## config.mk

```make
export PLATFORM = sky130hd
export DESIGN_NAME = sidiv_post
export DESIGN_NICKNAME = d
export VERILOG_FILES = /design/src/rtl/core/sidiv_pkg.sv /design/src/rtl/core/sidiv_post.sv
export SDC_FILE = /design/constraint.sdc
export NUM_CORES = 1
export LEC_CHECK = 0
export BUFFER_PORTS_ARGS = -buffer_cell sky130_fd_sc_hd__buf_2
export CAP_MARGIN = 20
export CORE_MARGIN = 8
export CORE_UTILIZATION = 38
export DETAILED_ROUTE_END_ITERATION = 12
export PLACE_DENSITY = 0.76
export SYNTH_ARGS = -nofsm -noshare
export SYNTH_HDL_FRONTEND = slang
export SYNTH_SLANG_ARGS = --single-unit
```

## constraint.sdc

```tcl
create_clock -name clk -period 0.8 [get_ports clk]
set_input_delay 0.04 -clock clk [delete_from_list [all_inputs] [get_ports clk]]
set_output_delay 0.04 -clock clk [all_outputs]
set_load 0.005 [all_outputs]
```

## src/rtl/core/sidiv_pkg.sv

```systemverilog
package sidiv_pkg;

    localparam int unsigned DATA_W  = 64;
    localparam int unsigned DT_W    = 3;
    // One quotient bit is produced by each cell of the chain.
    localparam int unsigned N_CELLS = DATA_W;
    // Registers between an accepted request and its result strobe: the input
    // stage, every cell and the output stage hold one each.
    localparam int unsigned LATENCY = N_CELLS + 2;

    localparam logic [DT_W-1:0] DT_INT32 = 3'd4;

    // Operand size, taken from data_type[2:1].
    typedef enum logic [1:0] {
        SZ_8  = 2'd0,
        SZ_16 = 2'd1,
        SZ_32 = 2'd2,
        SZ_64 = 2'd3
    } size_t;

    // Per-request control that rides along with the division.
    typedef struct packed {
        logic last;
        logic zero_div;
        logic ovf;
        logic dvd_pos;
        logic neg;
    } item_ctl_t;

    // Payload handed from one cell to the next.
    typedef struct packed {
        item_ctl_t         ctl;
        logic [DATA_W-1:0] rem;
        logic [DATA_W-1:0] quo;
        logic [DATA_W-1:0] dvs;
    } stage_t;

    function automatic logic is_signed_type(input logic [DT_W-1:0] dt);
        return ~dt[0];
    endfunction

    function automatic logic [DATA_W-1:0] type_mask(input logic [DT_W-1:0] dt);
        logic [DATA_W-1:0] m;
        unique case (size_t'(dt[2:1]))
            SZ_8:  m = 64'h0000_0000_0000_00FF;
            SZ_16: m = 64'h0000_0000_0000_FFFF;
            SZ_32: m = 64'h0000_0000_FFFF_FFFF;
            SZ_64: m = 64'hFFFF_FFFF_FFFF_FFFF;
        endcase
        return m;
    endfunction

    // Sign extend from the type width.
    function automatic logic [DATA_W-1:0] sext_type(input logic [DATA_W-1:0] v,
                                                    input logic [DT_W-1:0]   dt);
        logic [DATA_W-1:0] r;
        unique case (size_t'(dt[2:1]))
            SZ_8:  r = {{56{v[7]}}, v[7:0]};
            SZ_16: r = {{48{v[15]}}, v[15:0]};
            SZ_32: r = {{32{v[31]}}, v[31:0]};
            SZ_64: r = v;
        endcase
        return r;
    endfunction

    // Sign or zero extend from the type width, as the type asks.
    function automatic logic [DATA_W-1:0] extend_type(input logic [DATA_W-1:0] v,
                                                      input logic [DT_W-1:0]   dt);
        return is_signed_type(dt) ? sext_type(v, dt) : (v & type_mask(dt));
    endfunction

    function automatic logic [DATA_W-1:0] type_max(input logic [DT_W-1:0] dt);
        return is_signed_type(dt) ? (type_mask(dt) >> 1) : type_mask(dt);
    endfunction

    function automatic logic [DATA_W-1:0] type_min(input logic [DT_W-1:0] dt);
        return is_signed_type(dt) ? ~(type_mask(dt) >> 1) : '0;
    endfunction

endpackage

```

## src/rtl/core/sidiv_post.sv

```systemverilog
module sidiv_post
    import sidiv_pkg::*;
(
    input  logic              clk,
    input  logic              rst_n,
    input  logic              in_valid,
    input  stage_t            in_stage,
    input  logic [DT_W-1:0]   data_type,
    output logic              done,
    output logic [DATA_W-1:0] quotient,
    output logic              zero_divisor,
    output logic              overflowed,
    output logic              last_out
);

    logic              done_reg;
    logic [DATA_W-1:0] quotient_reg;
    logic [DATA_W-1:0] quotient_next;
    logic              zero_reg;
    logic              ovf_reg;
    logic              last_reg;
    logic [DATA_W-1:0] signed_q;

    always_comb
    begin
        signed_q = in_stage.ctl.neg ? (~in_stage.quo + 1'b1) : in_stage.quo;
        priority if (in_stage.ctl.zero_div)
        begin
            quotient_next = in_stage.ctl.dvd_pos ? type_max(data_type) : type_min(data_type);
        end
        else if (in_stage.ctl.ovf)
        begin
            quotient_next = type_max(data_type);
        end
        else
        begin
            quotient_next = extend_type(signed_q, data_type);
        end
    end

    always_ff @(posedge clk or negedge rst_n)
    begin
        if (!rst_n)
        begin
            done_reg <= 1'b0;
        end
        else
        begin
            done_reg <= in_valid;
        end
    end

    always_ff @(posedge clk)
    begin
        quotient_reg <= quotient_next;
        zero_reg     <= in_stage.ctl.zero_div;
        ovf_reg      <= in_stage.ctl.ovf;
        last_reg     <= in_stage.ctl.last;
    end

    assign done         = done_reg;
    assign quotient     = quotient_reg;
    assign zero_divisor = zero_reg;
    assign overflowed   = ovf_reg;
    assign last_out     = last_reg;

endmodule

```

==> reports/results.tsv <==
metric	value	unit
outcome	complete, but fails checks	
violations	negative setup slack	
grt_pass1_wl	23340	µm
synth_largest_area_cell	dfxtp_1	
relSlewSlack	0.6236	
synth_warnings	0	
dieWidth	115.0	µm
min_path_type	in2reg	
report.final.setup_viol	120	
globalplace.congestion	0.8672	
synth_edf_count	0	
finalCriticalPeriod	2.171	ns
wl_per_cell	18.02	µm
clk_path_buf_depth	2	
drive_gt1_frac	0.5714	
numCtsBuffers	9	
clockRootBuffer	clkbuf_8	
drt-met1-wl	6386	µm
leakagePower	3.069	nW
path_class	in2reg	
antenna_found_initial	6	
rows	36	
dpl.hpwl	11230	µm
drv_cap	0	
ir_drop	0.9830	mV
die_area	0.01322	mm²
syn-instance-count	439	
ys_top_cells_by_area	dfxtp_1 36%, xor2_1 11%, o21ai_0 5.8%	
num_vias	4780	
largest_reg_flops	64	
cp.arrival	2.40	ns
wl_met2	7080	µm
dr.pass1.iters	5	
htree_num_levels	3	
clkSlewWorstSetupHoldPaths	0.08	ns
post-route-period-util	2.714	
dieHeight	115.0	µm
critPathRequiredTime	1.02	ns
portBuffers	142	
fin_setup_tns	-71.68	ns
wl_met3	1801	µm
worst_pin_slew	0.5646	ns
via_per_inst	5.507	
hold_viol	0	
cp-end-kind	flop	
track_usage	0.2214	
finalMaxSlewViolations	0	
io_pins	271	
cts_sinks	68	
powerDensity	1560	mW/mm²
fin_ws	-1.371	ns
synth_top_area_frac	0.3603	
coreArea	0.009639	mm²
p_int	7.703	mW
grt_max_degree	36	
path_max_fanout	14	
grt_pass1_vias	4699	
fmax	0.4605	GHz
synth-seq-cells	68	
synth_nets	643	
total_power	10.65	mW
synthFlopType	dfxtp_1	
routed.top_layer	met5	
clkPwrFrac	0.363	
combPwrFrac	0.268	
routed_wl	15640	µm
grt_overflow_total	0	
area_delta_synth_final	83.40	%
cts_tree	done	
holdWs	0.03017	ns
antenna_cells	0	
avgSynthCellArea	8.479	µm²
yosysSeqAreaShare	0.3671	
ys_top_cells_by_count	67 x dfxtp_1, 46 x xor2_1, 43 x o21ai_0	
ant_nets	0	
async_flop_share	0.01471	
cp-start-kind	primary input	
syn_area	0.003722	mm²
hold_path_depth	3	
yosysMostFrequentCell	dfxtp_1	
remaining_drc_errors	0	
initial_core_util	0.3862	
seqPwrFrac	0.369	
finalNetCount	934	
drt_iter0_drc	242	
p_sw_frac	0.2765	
final_core_util	0.7082	
synth_cell_types	48	
power_switching	2.944	mW
rsz0062_at_grt	true	
## final cells by class
cell class,instances,area (µm²)
multi-input cells,333,2638
clock inverters,7,146.4
flip-flops and latches,68,1403
clock buffers,9,123.9
well taps,133,166.4
repair buffers,307,2287
fillers,720,2813
inverters,11,62.56
## per-stage QoR
step	cell area [µm²]	setup slack, ns	cells
final	6827	-1.371	868
after global routing	6827	-1.426	868
after CTS	6485	-1.347	860
after detailed placement	5688	-1.948	827
after global placement	5688	-1.892	827
after floorplan	3902	-1.712	439
## per-layer routing
| layer | track usage | up-vias |
|---|---|---|
| li1 | - | 2223 |
| met1 | 0.2610 | 2269 |
| met2 | 0.3527 | 234 |
| met3 | 0.1014 | 42 |
| met4 | 0.06480 | 12 |
| met5 | 0 | - |
## cells by family (layout without fill, tap and decap cells)
kind of cell,Yosys count,in the layout,share of synthesized area
fa+ha+maj,1,1,0.003361
flops,68,68,0.3671
mux,5,5,0.01345
compound gates,147,147,0.2629
xor+xnor,57,57,0.1341
simple gates,123,123,0.1802
buf+inv,38,334,0.03899
## power groups by stage
| stage | sequential [mW] | clock (mW) | combinational [mW] |
|---|---|---|---|
| 2_1_floorplan | 3.98 | 0 | 0.910 |
| 3_3_place_gp | 3.94 | 0 | 2.27 |
| 3_5_place_dp | 3.94 | 0 | 2.32 |
| 4_1_cts | 3.89 | 3.93 | 2.59 |
| 5_1_grt | 3.96 | 4.09 | 3.06 |
| 6_report | 3.93 | 3.87 | 2.85 |
## cells in the final DEF, fill, tap and decap left out, types with 7 or more instances in the layout
cell type / instances
clkbuf_8: 9
dfxtp_2: 29
buf_6: 46
xor2_1: 43
a21oi_1: 16
dfxtp_1: 38
a21oi_2: 9
o21ai_0: 18
o211ai_1: 28
buf_2: 110
buf_4: 139
nor4_1: 7
nand2_1: 25
nor3_1: 8
xnor2_1: 10
or3_1: 10
nand3_1: 8
nor2_1: 20
inv_1: 7
or4_1: 8
o31ai_1: 15
o21ai_1: 18
o21ai_2: 8
## timing repair
item / CTS / global route
endpoints found under the hold margin: 5 / 0
cloned: 1 / 2
buffers inserted: 11 / 8
setup endpoints to repair: 128 / 128
hold buffers: 6 / 0
pin swaps: 32 / 18
gates resized for setup: 96 / 54
## critical path, cell delays in order
cell       delay [ns]
buf_6            0.09
or4_4            0.55
or4b_4           0.54
o41a_1           0.39
mux2i_2          0.20
o21ai_2          0.16
buf_6            0.15
clkbuf_16        0.17
o211ai_1         0.10
## final timing paths
kind	start	slack, ns	end
min	in_stage[90]	0.03	quotient[26]$_DFF_P_
max in group asynchronous	rst_n	0.18	done$_DFF_PN0_
max	in_stage[84]	-1.37	quotient[47]$_DFF_P_
min in group asynchronous	rst_n	0.52	done$_DFF_PN0_
Note: power is estimated with default switching activity, not from simulation.
