## src/rtl/core/sidiv_pkg.sv

```systemverilog
package sidiv_pkg;

    localparam int unsigned DATA_W  = 64;
    localparam int unsigned DT_W    = 3;
    // One quotient bit is produced by each cell of the chain.
    localparam int unsigned N_CELLS = DATA_W;
    // Registers between an accepted request and its result strobe: the input
    // stage, every cell and the output stage hold one each.
    localparam int unsigned LATENCY = N_CELLS + 2;

    localparam logic [DT_W-1:0] DT_INT32 = 3'd4;

    // Operand size, taken from data_type[2:1].
    typedef enum logic [1:0] {
        SZ_8  = 2'd0,
        SZ_16 = 2'd1,
        SZ_32 = 2'd2,
        SZ_64 = 2'd3
    } size_t;

    // Per-request control that rides along with the division.
    typedef struct packed {
        logic last;
        logic zero_div;
        logic ovf;
        logic dvd_pos;
        logic neg;
    } item_ctl_t;

    // Payload handed from one cell to the next.
    typedef struct packed {
        item_ctl_t         ctl;
        logic [DATA_W-1:0] rem;
        logic [DATA_W-1:0] quo;
        logic [DATA_W-1:0] dvs;
    } stage_t;

    function automatic logic is_signed_type(input logic [DT_W-1:0] dt);
        return ~dt[0];
    endfunction

    function automatic logic [DATA_W-1:0] type_mask(input logic [DT_W-1:0] dt);
        logic [DATA_W-1:0] m;
        unique case (size_t'(dt[2:1]))
            SZ_8:  m = 64'h0000_0000_0000_00FF;
            SZ_16: m = 64'h0000_0000_0000_FFFF;
            SZ_32: m = 64'h0000_0000_FFFF_FFFF;
            SZ_64: m = 64'hFFFF_FFFF_FFFF_FFFF;
        endcase
        return m;
    endfunction

    // Sign extend from the type width.
    function automatic logic [DATA_W-1:0] sext_type(input logic [DATA_W-1:0] v,
                                                    input logic [DT_W-1:0]   dt);
        logic [DATA_W-1:0] r;
        unique case (size_t'(dt[2:1]))
            SZ_8:  r = {{56{v[7]}}, v[7:0]};
            SZ_16: r = {{48{v[15]}}, v[15:0]};
            SZ_32: r = {{32{v[31]}}, v[31:0]};
            SZ_64: r = v;
        endcase
        return r;
    endfunction

    // Sign or zero extend from the type width, as the type asks.
    function automatic logic [DATA_W-1:0] extend_type(input logic [DATA_W-1:0] v,
                                                      input logic [DT_W-1:0]   dt);
        return is_signed_type(dt) ? sext_type(v, dt) : (v & type_mask(dt));
    endfunction

    function automatic logic [DATA_W-1:0] type_max(input logic [DT_W-1:0] dt);
        return is_signed_type(dt) ? (type_mask(dt) >> 1) : type_mask(dt);
    endfunction

    function automatic logic [DATA_W-1:0] type_min(input logic [DT_W-1:0] dt);
        return is_signed_type(dt) ? ~(type_mask(dt) >> 1) : '0;
    endfunction

endpackage

```

## src/rtl/core/sidiv_cell.sv

```systemverilog
module sidiv_cell
    import sidiv_pkg::*;
(
    input  logic   clk,
    input  logic   rst_n,
    input  logic   in_valid,
    input  stage_t in_stage,
    output logic   out_valid,
    output stage_t out_stage
);

    logic          valid_reg;
    stage_t        stage_reg;
    stage_t        stage_next;
    logic [DATA_W:0] trial;
    logic [DATA_W:0] diff;
    logic            fits;

    // One restoring step: shift in the next dividend bit, subtract if it fits.
    always_comb
    begin
        trial = {in_stage.rem, in_stage.quo[DATA_W-1]};
        diff  = trial - {1'b0, in_stage.dvs};
        fits  = ~diff[DATA_W];

        stage_next.ctl = in_stage.ctl;
        stage_next.dvs = in_stage.dvs;
        stage_next.rem = fits ? diff[DATA_W-1:0] : trial[DATA_W-1:0];
        stage_next.quo = {in_stage.quo[DATA_W-2:0], fits};
    end

    always_ff @(posedge clk or negedge rst_n)
    begin
        if (!rst_n)
        begin
            valid_reg <= 1'b0;
        end
        else
        begin
            valid_reg <= in_valid;
        end
    end

    always_ff @(posedge clk)
    begin
        stage_reg <= stage_next;
    end

    assign out_valid = valid_reg;
    assign out_stage = stage_reg;

endmodule

```

## config.mk

```make
export PLATFORM = sky130hd
export DESIGN_NAME = sidiv_cell
export DESIGN_NICKNAME = d
export VERILOG_FILES = /design/src/rtl/core/sidiv_pkg.sv /design/src/rtl/core/sidiv_cell.sv
export SDC_FILE = /design/constraint.sdc
export NUM_CORES = 1
export LEC_CHECK = 0
export ABC_AREA = 1
export BUFFER_PORTS_ARGS = -buffer_cell sky130_fd_sc_hd__buf_2
export CAP_MARGIN = 20
export CORE_AREA = 2 2 182 131
export CTS_BUF_LIST = sky130_fd_sc_hd__clkbuf_8
export DETAILED_ROUTE_END_ITERATION = 8
export DIE_AREA = 0 0 184 133
export PLACE_DENSITY = 0.84
export SYNTH_ARGS = -nofsm -noshare
export SYNTH_HDL_FRONTEND = slang
export SYNTH_SLANG_ARGS = --single-unit
```

## constraint.sdc

```tcl
create_clock -name clk -period 0.8 [get_ports clk]
set_input_delay 0.08 -clock clk [delete_from_list [all_inputs] [get_ports clk]]
set_output_delay 0.08 -clock clk [all_outputs]
set_load 0.05 [all_outputs]
```

==> metrics.txt, run 1 <==
status did not finish; Fail Step global routing (5_1_grt); Run Error [ERROR GRT-0116] Global routing finished with congestion. Check the congestion regions in the DRC Viewer.; library cell used as clock root buffer sky130_fd_sc_hd__clkbuf_8; leftover overflow at the end of global routing 53; number of buffers inserted during clock tree synthesis 17; fraction of the yosys area taken by sequential cells a little over a third; most repeated cell in the gate-level netlist after synthesis sky130_fd_sc_hd__nand2_1; number of I/O port buffers 397; Area after DPL 15770 um^2; top cell type by total area after synthesis sky130_fd_sc_hd__dfxtp_1; Unique masters post-synth 32; row count 47; instance count after placement with tap cells included 2782; buffer levels on the longest clock path 2; Die Width 184 um; via count of the first global-routing pass 20980; Mapped Avg Cell Area 6.212 um^2; clk sinks ~200; Post-Synthesis Net Count about 2100; half-perimeter wire length after detailed placement 38090 um; routability congestion estimate from global placement 0.9943; initial standard-cell utilization of the core 48.81%; area share of the largest cell type after synthesis 35.23%; Overall Global Routing Usage between 70% and 80%; number of flip-flops and latches in the synthesized netlist 198; first-pass GRT wire length 137200 um; die boundary height 133 um; maximum number of pins on one net before global-route repair 23; Syn Std Cell Area 11190 um^2; largest cells by area after synthesis sky130_fd_sc_hd__dfxtp_1, sky130_fd_sc_hd__nand2_1, sky130_fd_sc_hd__inv_1; EDFF count, synth 0; deepest level of the CTS H-tree 4; fraction of synthesis flops using an asynchronous set or reset pin less than 1%; most used standard cells in the synthesized netlist sky130_fd_sc_hd__nand2_1, sky130_fd_sc_hd__inv_1, sky130_fd_sc_hd__dfxtp_1; total I/O pin count 398; number of cells produced by synthesis 1802; Syn. warnings 0; Main synth FF type sky130_fd_sc_hd__dfxtp_1
[metal layers]
metal	global-route usage (%)	GRT overflow
met1	75.84	0
met2	91.17	27
met3	66.36	1
met4	67.16	25
met5	35.00	0
[cell families after synthesis]
| kind of cell | count (synthesis) | synth area share [%] |
|---|---|---|
| AO/OA/AOI/OAI | 65 | 3.085 |
| XOR/XNOR | 31 | 2.426 |
| adder cells (fa/ha/maj) | 65 | 7.333 |
| buffers and inverters | 406 | 14.42 |
| flip-flops | 198 | 35.46 |
| AND/OR/NAND/NOR | 1037 | 37.28 |
[timing repair]
action / CTS
hold buffers: 196
pin swaps: 22
buffers inserted: 27
endpoints found under the setup margin: 263
resized for setup: 864
cloned: 12
endpoints found under the hold margin: 198
[through the flow]
step / worst slack (ns) / setup TNS [ns] / hold WS [ns]
floorplan: -1.102 / -70.66 / -0.2156
global placement: -1.510 / -91.91 / -0.1451
detailed placement: -1.576 / -99.28 / -0.1406
CTS: -0.9408 / -115.70 / -0.3401
==> run 2, diff against run 1 <==
Settings changed: CORE_AREA 2 2 182 131 to 2 2 182 184, CTS_BUF_LIST sky130_fd_sc_hd__clkbuf_8 to default, DIE_AREA 0 0 184 133 to 0 0 184 186, PLACE_DENSITY 0.84 to default, PLACE_DENSITY_LB_ADDON from default to 0.15.
==> run 2 against run 1 <==
Against the previous run:
- the flow now finishes, with violations (setup timing)
- area after synthesis did not move
- synthesized cell count did not move
==> metrics.txt, run 2 <==
most repeated cell in the gate-level netlist after synthesis sky130_fd_sc_hd__nand2_1; Met2 Wirelength between 20000 and 30000 um; fraction of the yosys area taken by sequential cells 35.46% (unchanged); upper clock frequency limit ~530 MHz; largest incremental delay on the critical path 0.41 ns; post-detailed-route DRC marker count 0; most used standard cells in the synthesized netlist sky130_fd_sc_hd__nand2_1, sky130_fd_sc_hd__inv_1, sky130_fd_sc_hd__dfxtp_1; max FFs per register 197; Critical Path Fanout Max 7; post-synthesis share of cell area spent on xor and xnor gates 2.426% (unchanged); post-CTS clock slew at the launch and capture registers of the worst setup and hold paths approximately 0.08 ns; transition at the pin with the smallest max-transition slack between 0.3 and 0.4 ns; Metal-1 WL approximately 24000 um; most frequent standard cell in the layout excluding fill and tap cells sky130_fd_sc_hd__nand2_1; highest metal used met5; fraction of synthesis flops using an asynchronous set or reset pin 0.5051% (unchanged); area of the core 32210 um^2; Main synth FF type sky130_fd_sc_hd__dfxtp_1; routability congestion estimate from global placement 0.9066 (-8.8%); die boundary height 186 um (+40%); share of synthesized cell area in and, or, nand and nor gates 37.28% (unchanged); area added between synthesis and finish 99.12%; number of cells produced by synthesis 1802 (unchanged); Final Hold Violating Endpoints 0; Mapped Avg Cell Area 6.212 um^2 (unchanged); power consumption 39000 uW; buffer levels on the longest clock path 2 (unchanged); type of the most critical hold path in2reg; commonest non-fill, non-tap cells in the layout sky130_fd_sc_hd__nand2_1, sky130_fd_sc_hd__inv_1, sky130_fd_sc_hd__buf_4; signal arrival time at the worst endpoint about 2.3 ns; largest cells by area after synthesis sky130_fd_sc_hd__dfxtp_1, sky130_fd_sc_hd__nand2_1, sky130_fd_sc_hd__inv_1; slack of the critical path -1.094 ns; status finished, violations left; cell seen most often among critical-path stages sky130_fd_sc_hd__nand2_2; DR WL met3 4245 um; violations in the final reports setup timing; unrepaired setup endpoints after global routing yes; number of I/O port buffers 397 (unchanged); cells along the critical path buf_12 > inv_12 > ha_4 > fa_2 > inv_2 > nand2_2 > nand2_2 > nand3_2 > nand2_2 > nand2_2 > nand2_2 > nand2_2 > nand2_4 > nand2_4 > nand2_4 > buf_6 > nand2_8 > nand2_8 > clkbuf_16 > nand2_2 > nand2_1; total I/O pin count 398 (unchanged); Overall Global Routing Usage 30.42%; sum of routed wire length over all layers 60270 um; startpoint type of the worst setup path input port; initial standard-cell utilization of the core 34.76% (-14 points); post-layout minimum cycle time 1.894 ns; cell with the biggest individual delay on the critical path sky130_fd_sc_hd__fa_2; half-perimeter wire length after detailed placement 38960 um (+2.3%); compound-gate portion of the synthesized area 3.085% (unchanged); combinational family with the most area after synthesis simple AND/OR/NAND/NOR gates; row count 66 (+40%); maximum number of pins on one net before global-route repair 30; Detailed Route Iter0 Violations 809; DIE AREA 34220 um^2; pwr dens 1750 nW/um^2; Tcrit/Tclk final 236.8%; TritonCTS clock tree done; deepest level of the CTS H-tree 4 (unchanged); number of flip-flops and latches in the synthesized netlist 198 (unchanged); fraction of synthesized area in multiplexers 0% (unchanged); clk sinks 198 (unchanged); antenna violations before repair 4; # nets final 3016; Die Width 184 um (unchanged); share of layout cells above drive strength 1 between 40% and 50%; max-cap check violation count 0; number of detailed-route iterations in the first pass 5; kind of critical path in2reg; leftover overflow at the end of global routing 0; Worst slew margin 75.49%; Syn Std Cell Area 11190 um^2 (unchanged); Worst EP required 1.20 ns; via count of the first global-routing pass 14590; EDFF count, synth 0 (unchanged); summed negative setup slack over all endpoints -110.13 ns; Vias per Instance about 4.6; total number of vias 14670; Post-Synthesis Net Count 2067 (unchanged); adder-cell share of the synthesized area 7.333% (unchanged); Unique masters post-synth 32 (unchanged); VDD IR-drop max 0.001635 V; Antenna Nets Post-Route 0; number of buffers inserted during clock tree synthesis 17 (unchanged); first-pass GRT wire length 78490 um; top cell type by total area after synthesis sky130_fd_sc_hd__dfxtp_1; area share of the largest cell type after synthesis 35.23% (unchanged); number of pins exceeding their max-slew limit in the final report 0; critical path endpoint category flip-flop; library cell used as clock root buffer sky130_fd_sc_hd__clkbuf_16; detailed-route wire length per cell roughly 19 um; Syn. warnings 0 (unchanged); number of failing setup endpoints in the final timing report 263; standby leakage power around 0.012 uW
-- run 2: cell counts after synthesis --
Identical to the previous run, type by type.
-- run 2: power by group --
part	switching, uW	internal [uW]	leakage, uW	total, uW
Combinational	10100	7910	0.0103	18000
Sequential	712	11100	0.00168	11800
Clock	4680	4500	0.000297	9180
Total	15500	23500	0.0123	39000
-- run 2: layer usage --
layer / global-route usage (%) / vias to the layer above
met4: 11.87 / 2
li1: - / 7229
met1: 35.81 / 6689
met5: 0.4444 / -
met3: 5.713 / 169
met2: 54.51 / 578
-- run 2: timing repair --
action	4_1_cts	5_1_grt
hold buffers	200	0
buffers inserted	33	3
hold endpoints to repair	198	0
pin swaps	19	24
gates cloned	8	7
setup endpoints to repair	263	263
resized for setup	266	883
-- run 2: cell families after synthesis --
family | count (synthesis)
compound gates | 65
xor+xnor | 31
fa+ha+maj | 65
buf+inv | 406
flops | 198
simple gates | 1037
-- run 2: final timing paths --
path | startpoint | to | slack [ns] | cells after the start
worst max-delay path | in_stage[127] | out_stage[153] | -1.09 | 21
worst min-delay path | in_stage[133] | out_stage[134] | 0.07 | 5
max in group asynchronous | rst_n | out_valid | 0.27 | 3
min in group asynchronous | rst_n | out_valid | 0.43 | 3
-- run 2: area by class of cell --
type	count	area [um^2]
Inverter	393	1488
Multi-Input combinational cell	1199	6674
Fill cell	2463	9918
Timing Repair Buffer	942	8786
Clock buffer	17	425.4
Tap cell	408	510.5
Clock inverter	15	175.2
Antenna cell	3	7.507
Sequential cell	198	4222
-- run 2: stage by stage --
step,hold slack [ns],cell area (um^2),setup WS [ns],cells,utilization (%)
5_1_grt,0.08941,22290,-1.148,3175,69.20
4_1_cts,0.06095,20160,-0.8924,3165,62.60
6_report,0.06831,22290,-1.094,3175,69.20
3_5_place_dp,-0.1433,15910,-1.590,2892,49.41
3_3_place_gp,-0.1441,15910,-1.587,2892,49.41
2_1_floorplan,-0.2156,11230,-1.102,1802,-
-- run 2: critical path, delay by kind of cell --
| family | cells | cell delay (ns) |
|---|---|---|
| buffers and inverters | 5 | 0.52 |
| and+or+nand+nor | 14 | 1.13 |
| adders and majority gates | 2 | 0.56 |
Power figures use the tool's default switching activity.
